<file path="src/hdl/rvmie_pkg.sv">
// ----------------------------------------------------------------------------
// rvmie_pkg
// Shared types and codes of the register machine instruction executor.
// ----------------------------------------------------------------------------
package rvmie_pkg;

   typedef enum logic [4:0] {
      OP_HLT  = 5'd0,  OP_MOV = 5'd1,  OP_ST  = 5'd2,  OP_LD  = 5'd3,
      OP_ADD  = 5'd4,  OP_SUB = 5'd5,  OP_MUL = 5'd6,  OP_DIV = 5'd7,
      OP_INC  = 5'd8,  OP_DEC = 5'd9,  OP_IN  = 5'd10, OP_OUT = 5'd11,
      OP_POP  = 5'd12, OP_PUSH = 5'd13, OP_CMP = 5'd14, OP_JMP = 5'd15,
      OP_JE   = 5'd16, OP_JNE = 5'd17, OP_JG  = 5'd18, OP_JL  = 5'd19,
      OP_JGE  = 5'd20, OP_JLE = 5'd21
   } opcode_type;

   localparam logic [1:0] ERR_NONE   = 2'd0;
   localparam logic [1:0] ERR_OPCODE = 2'd1;
   localparam logic [1:0] ERR_DIVZ   = 2'd2;

   typedef struct packed {
      logic capture;
      logic read_ops;
      logic div_start;
      logic commit;
   } ctrl_type;

   typedef struct packed {
      logic div_zero;
      logic div_done;
      logic is_div;
      logic is_mem;
   } stat_type;

endpackage

</file>
<file path="src/hdl/rvmie_ctrl.sv">
// ----------------------------------------------------------------------------
// rvmie_ctrl
// Sequencer: clear pass, operand read, memory or divide wait, commit, output.
// ----------------------------------------------------------------------------
module rvmie_ctrl #(
   parameter int CLEAR_CYCLES = 1024
) (
   input  logic                  clock,
   input  logic                  reset,
   input  logic                  req_tvalid,
   output logic                  req_tready,
   output logic                  rsp_tvalid,
   input  logic                  rsp_tready,
   input  rvmie_pkg::stat_type   stat,
   output rvmie_pkg::ctrl_type   ctrl,
   output logic                  clearing,
   output logic [$clog2(CLEAR_CYCLES)-1:0] clear_addr
);
   typedef enum logic [2:0] {
      S_CLEAR, S_IDLE, S_READ, S_MEM, S_DIV, S_COMMIT, S_OUT
   } state_type;

   state_type state_ff, state_in;
   logic [$clog2(CLEAR_CYCLES)-1:0] cnt_ff, cnt_in;

   assign req_tready = (state_ff == S_IDLE);
   assign rsp_tvalid = (state_ff == S_OUT);
   assign clearing   = (state_ff == S_CLEAR);
   assign clear_addr = cnt_ff;

   always_comb begin
      state_in = state_ff;
      cnt_in   = cnt_ff;
      ctrl     = '0;
      case (state_ff)
         S_CLEAR: begin
            cnt_in = cnt_ff + 1'b1;
            if (cnt_ff == ($clog2(CLEAR_CYCLES))'(CLEAR_CYCLES - 1)) begin
               state_in = S_IDLE;
            end
         end
         S_IDLE: begin
            if (req_tvalid) begin
               ctrl.capture = 1'b1;
               state_in = S_READ;
            end
         end
         S_READ: begin
            ctrl.read_ops = 1'b1;
            if (stat.is_mem) begin
               state_in = S_MEM;
            end else if (stat.is_div) begin
               state_in = S_DIV;
               ctrl.div_start = 1'b1;
            end else begin
               state_in = S_COMMIT;
            end
         end
         S_MEM: state_in = S_COMMIT;
         S_DIV: begin
            if (stat.div_zero || stat.div_done) begin
               state_in = S_COMMIT;
            end
         end
         S_COMMIT: begin
            ctrl.commit = 1'b1;
            state_in = S_OUT;
         end
         S_OUT: begin
            if (rsp_tready) begin
               state_in = S_IDLE;
            end
         end
         default: state_in = S_IDLE;
      endcase
   end

   always_ff @(posedge clock) begin
      if (reset) begin
         state_ff <= S_CLEAR;
         cnt_ff   <= '0;
      end else begin
         state_ff <= state_in;
         cnt_ff   <= cnt_in;
      end
   end

   assert property (@(posedge clock) disable iff (reset)
      ctrl.commit |=> rsp_tvalid) else $error("Commit not followed by a response.");
   assert property (@(posedge clock) disable iff (reset)
      !(req_tready && rsp_tvalid)) else $error("Accepting while a response waits.");
   assert property (@(posedge clock) disable iff (reset)
      clearing |-> !req_tready) else $error("Accepting during the clear pass.");
endmodule

</file>
<file path="config.mk">
export PLATFORM = sky130hd
export DESIGN_NAME = rvmie_ctrl
export DESIGN_NICKNAME = d
export VERILOG_FILES = /design/src/hdl/rvmie_pkg.sv /design/src/hdl/rvmie_ctrl.sv
export SDC_FILE = /design/constraint.sdc
export NUM_CORES = 1
export LEC_CHECK = 0
export ABC_AREA = 1
export BUFFER_PORTS_ARGS = -buffer_cell sky130_fd_sc_hd__buf_4
export CAP_MARGIN = 20
export CORE_MARGIN = 1
export CORE_UTILIZATION = 50
export CTS_CLUSTER_SIZE = 25
export DETAILED_ROUTE_END_ITERATION = 16
export PLACE_DENSITY = 0.78
export SLEW_MARGIN = 20
export SYNTH_ARGS = -nofsm -noshare
export SYNTH_HDL_FRONTEND = slang
export SYNTH_SLANG_ARGS = --single-unit
</file>
<file path="constraint.sdc">
create_clock -name clock -period 2.06 [get_ports clock]
set_input_delay 0.309 -clock clock [delete_from_list [all_inputs] [get_ports clock]]
set_output_delay 0.309 -clock clock [all_outputs]
set_load 0.02 [all_outputs]
</file>
== Word level (Yosys, flattened, before mapping) ==
Cells that the tools add are included.

* Bits in read-only memories: 0
* Input bits: 8
* Bits in writable memories: 0
* Output and inout port bits: 17
* Logic and storage cells: 30
* Bits in latches: 0
* Bits in registers: 13
* Memories: 0

* Mux-type cells: 13
* $lt $le $gt $ge: 0
* Reduce and logical (&&, ||, !) cells: 3
* Shift operators: 0
* Bitwise operators: 0
* Multipliers: 0
* Add/sub/neg operators: 1
* Div/mod/pow operators: 0
* Equality and inequality tests: 11

{| class="wikitable"
|+ Operators by type and width
! operator !! number
|-
| 3-bit case mux with 7 select lines || 1
|-
| 3-bit 2-to-1 mux || 5
|-
| 10-bit by 1-bit adder with 10-bit output (second input constant) || 1
|-
| 10-bit == test (second input constant) || 1
|-
| 3-bit == test (second input constant) || 3
|-
| 3-bit by 2-bit == test with 1-bit output (second input constant) || 2
|-
| 1-bit 2-to-1 mux || 6
|-
| 2-bit by 1-bit != test with 1-bit output (second input constant) || 2
|-
| 2-bit != test (second input constant) || 2
|-
| 4-bit AND reduction || 1
|-
| 3-bit by 1-bit == test with 1-bit output (second input constant) || 1
|-
| 3-bit logical NOT || 1
|-
| 2-bit 2-to-1 mux || 1
|-
| 1-bit logical OR || 1
|}

== Longest topological paths before layout ==
* Depth in word-level cells: 3
* Mapped depth: 8
* Gate-level depth less buffers: 8

== Least setup slack after synthesis ==
OpenSTA, ideal clock, no wires.

* Path type: register to register
* From: reg cnt_ff[0] (netlist: clear_addr[0])
* To: reg cnt_ff[6] (netlist: clear_addr[6])
* Stages on the path, launching flop included: 7
* Buffers on the path: 0
* Data arrival time: 1.271 ns
* Slack: 0.676 ns
* Cell sequence: dfxtp_1 > ha_1 > nand3_1 > nor3b_4 > nand2_1 > nand2_1 > a21oi_2

* Cells in the longest elaborated chain, start to end: 1

{| class="wikitable"
|+ RTL lines
! element !! line !! text
|-
| start: declaration || rvmie_ctrl.sv:24 || <nowiki>logic [$clog2(CLEAR_CYCLES)-1:0] cnt_ff, cnt_in;</nowiki>
|-
| start signal: assignment || rvmie_ctrl.sv:84 || <nowiki>cnt_ff <= cnt_in;</nowiki>
|-
| 10-bit by 1-bit adder with 10-bit output || rvmie_ctrl.sv:37 || <nowiki>cnt_in = cnt_ff + 1'b1;</nowiki>
|}

No other way between the ends.
A chain may end at the register's enable or synchronous reset.

==> impl_results.md <==
* Status: completed
* Syn. warnings at 0
* Startpoint of the worst hold path: reset
* Initial antenna violation count at 0
* Area leader, netlist: dfxtp_1
* GR Overflow Total at 0
* CTS resizes at 0
* Peak VDD IR at approximately 0.5 mV
* Row count at 13
* Routed Wire Length at between 1500 and 2000 µm
* First-pass GRT wire length at approximately 2700 µm
* Gr usage total at about a quarter
* Netlist Area Pre-Place at 763 µm²
* Antenna cells at 0
* CP bufs+invs at 2
* DIE WIDTH at between 40 and 50 µm
* Achievable frequency at between 600 and 700 MHz
* CP max stage cell: dfxtp_1
* Share of cells above drive strength 1 at a little under a third
* Final ANT Viol Nets at 0
* Reg-to-Reg End: clear_addr[4]
* Hold Crit Depth at 2
* Seq cells post-synth at 13
* Core ar. at around 1400 µm²
* Top post-synthesis cells by count: nor2_1, nand2_1, inv_1, dfxtp_1, nand3_1
* Vias in the first global route at just over 600
* Final setup viols at 0
* Rel. slew slack at ~82%
* Max stage delay on crit path at approximately 420 ps
* I/O Pins at 25
* WS Path Type: reg2out
* Routability Congestion at between 0.8 and 0.9
* Post-synthesis sequential area ratio at between 30 and 40%
* Slew @ Worst Pin at ~270 ps
* Post-synth EDFFs at 0
* Crit path arrival time at 1270 ps
* Reg2reg setup slack at approximately 670 ps
* Cells after synthesis at between 100 and 150
* NumNets Final at 154
* TritonRoute pass-1 iters at 4
* Worst-path clk slew at roughly 90 ps
* Syn-to-layout area delta at 29.7%
* Layout fillers at between 100 and 150
* Final Hold Viols at 0
* Clk_lat worst skew at between 200 and 300 ps
* Post-layout util at 72.4%
* Residual DRC at 0
* Clock buffer count from CTS at 3
* Largest net degree at the start of global routing at 11
* DIE AREA at 1690 µm²
* Average wire per cell in the routed design at around 11 µm
* Starting Density at 55.9%
* Async S/R FF share, synth at 0%
* Post-CTS Setup Bufs at 0
* Worst R2R Start: clear_addr[0]
* CP Launch Type: flip-flop
* Setup_tns at 0 ps
* Leakage at approximately 0.00047 µW
* CTS tree: done
* RSZ-0062 raised after global routing: no
* Post-Layout Cell Count at between 150 and 200
* Crit-path cells: inv_2 > nor2_2 > nand2_2 > nor2_1 > buf_4
* Placed Instances at 155
* Max Root-Sink Buffers at 2
* Worst Hold Class: in2reg
* H-tree Lvls at 1
* Cts hold-fix bufs at 0
* Hold Crit Endpoint: clear_addr[2]
* Top FF cell, synth: dfxtp_1
* Ranking of synthesized cells by area: dfxtp_1, nor2_1, nand2_1
* Die height at just over 40 µm
* Total power at approximately 470 µW
* Clk_skew at roughly 10 ps
* Slew Viols, Final at 0
* Max FO, Critical Path at 4
* Critical path required time at between 1500 and 2000 ps
* Buffers on Ports at 24
* Root Buffer: clkbuf_4
* Top-area cell type share of the netlist area at about 34%
* Post-route clock period utilization at 76.9%
* Via count at approximately 810
* Pwr per Cell Area at about 470 nW/µm²
* Clk sinks at 13
* Max-cap violations at 0
* HPWL after DPL at about 1400 µm
* Critical path endpoint category: primary output
* Syn avg cell area at about 6.6 µm²
* Path depth of the worst reg2reg path at 5
* DR iter-0 viols at 14
* Crit path max-delay family: flip-flops
* Syn nets at around 130
* Count leader, synth: nor2_1
* Yosys cell types at 21
* Vias per cell at approximately 5.1
* Minimum clock period at 1580 ps
[stage by stage]
step	setup slack, ps	cell area, µm²	hold slack (ps)
after floorplan	676	763	381
after global placement	781	962	475
after detailed placement	709	962	505
after CTS	462	990	208
after global routing	360	990	204
final	477	990	209
[layout by cell type (no fill, tap or decap)]
| cell type | netlist | layout |
|---|---|---|
| buf_4 | 0 | 24 |
| inv_1 | 14 | 14 |
| nor2_1 | 22 | 22 |
| xor2_1 | 1 | 1 |
| nor3_1 | 3 | 3 |
| o21ai_0 | 6 | 6 |
| nor2_4 | 2 | 2 |
| clkbuf_4 | 0 | 3 |
| nand2_4 | 1 | 1 |
| nor2_2 | 3 | 3 |
| inv_4 | 1 | 1 |
| o21ai_1 | 1 | 1 |
| clkinv_2 | 0 | 1 |
| ha_1 | 1 | 1 |
| nand2_2 | 4 | 4 |
| a21oi_1 | 8 | 8 |
| nand4_1 | 2 | 2 |
| nand2_1 | 18 | 18 |
| inv_2 | 3 | 3 |
| dfxtp_1 | 13 | 13 |
| clkinv_1 | 1 | 1 |
| nor3b_4 | 1 | 1 |
| nand3_1 | 10 | 10 |
| a21oi_2 | 1 | 1 |
[power breakdown]
part	switching [µW]	internal [µW]	leakage, µW
combinational	23.7	21.3	0.000343
clock	87.7	72.0	0.0000177
sequential	6.15	256	0.000105
[worst max path at each step]
| stage | startpoint | end | slack (ps) | depth (start not counted) |
|---|---|---|---|---|
| 6_report | state_ff[0] | ctrl[3] | 480 | 5 |
| 5_1_grt | state_ff[1] | ctrl[1] | 360 | 5 |
| 4_1_cts | state_ff[1] | ctrl[1] | 460 | 5 |
| 3_5_place_dp | clear_addr[0] | clear_addr[6] | 710 | 6 |
| 3_3_place_gp | clear_addr[0] | clear_addr[6] | 780 | 6 |
| 2_1_floorplan | clear_addr[0] | clear_addr[6] | 680 | 6 |
[area by class of cell]
| class | count | area, µm² | share of cell area, % |
|---|---|---|---|
| Inverter | 19 | 73.8 | 7.46 |
| Sequential cell | 13 | 260 | 26.3 |
| Clock buffer | 3 | 22.5 | 2.28 |
| Tap cell | 15 | 18.8 | 1.90 |
| Clock inverter | 1 | 5.00 | 0.506 |
| Multi-Input combinational cell | 84 | 429 | 43.4 |
| Timing Repair Buffer | 24 | 180 | 18.2 |
[metal layers]
layer	share of wire, %	global-route usage, %
met1	45	30.0
met2	49	40.2
met3	5.6	4.89
met4	0.78	10.0
met5	0	0
[sequential cells by signal (all words and copies together) (netlist names)]
signal      count
state_ff        3
clear_addr     10
[worst reg2reg max path, cell delays in order (launching register included)]
cell     delay (ps)
dfxtp_1         400
ha_1            250
nand3_1         160
nor2_1          230
nor2_1           80
nor3_1          180
[kinds of logic after synthesis]
kind of cell             share of synthesized area [%]
flip-flops                                        34.1
adder cells (fa/ha/maj)                           1.64
buffers and inverters                             9.67
AND/OR/NAND/NOR                                   42.5
AO/OA/AOI/OAI                                     11.0
XOR/XNOR                                          1.15
Note: power is estimated with default switching activity, not from simulation.
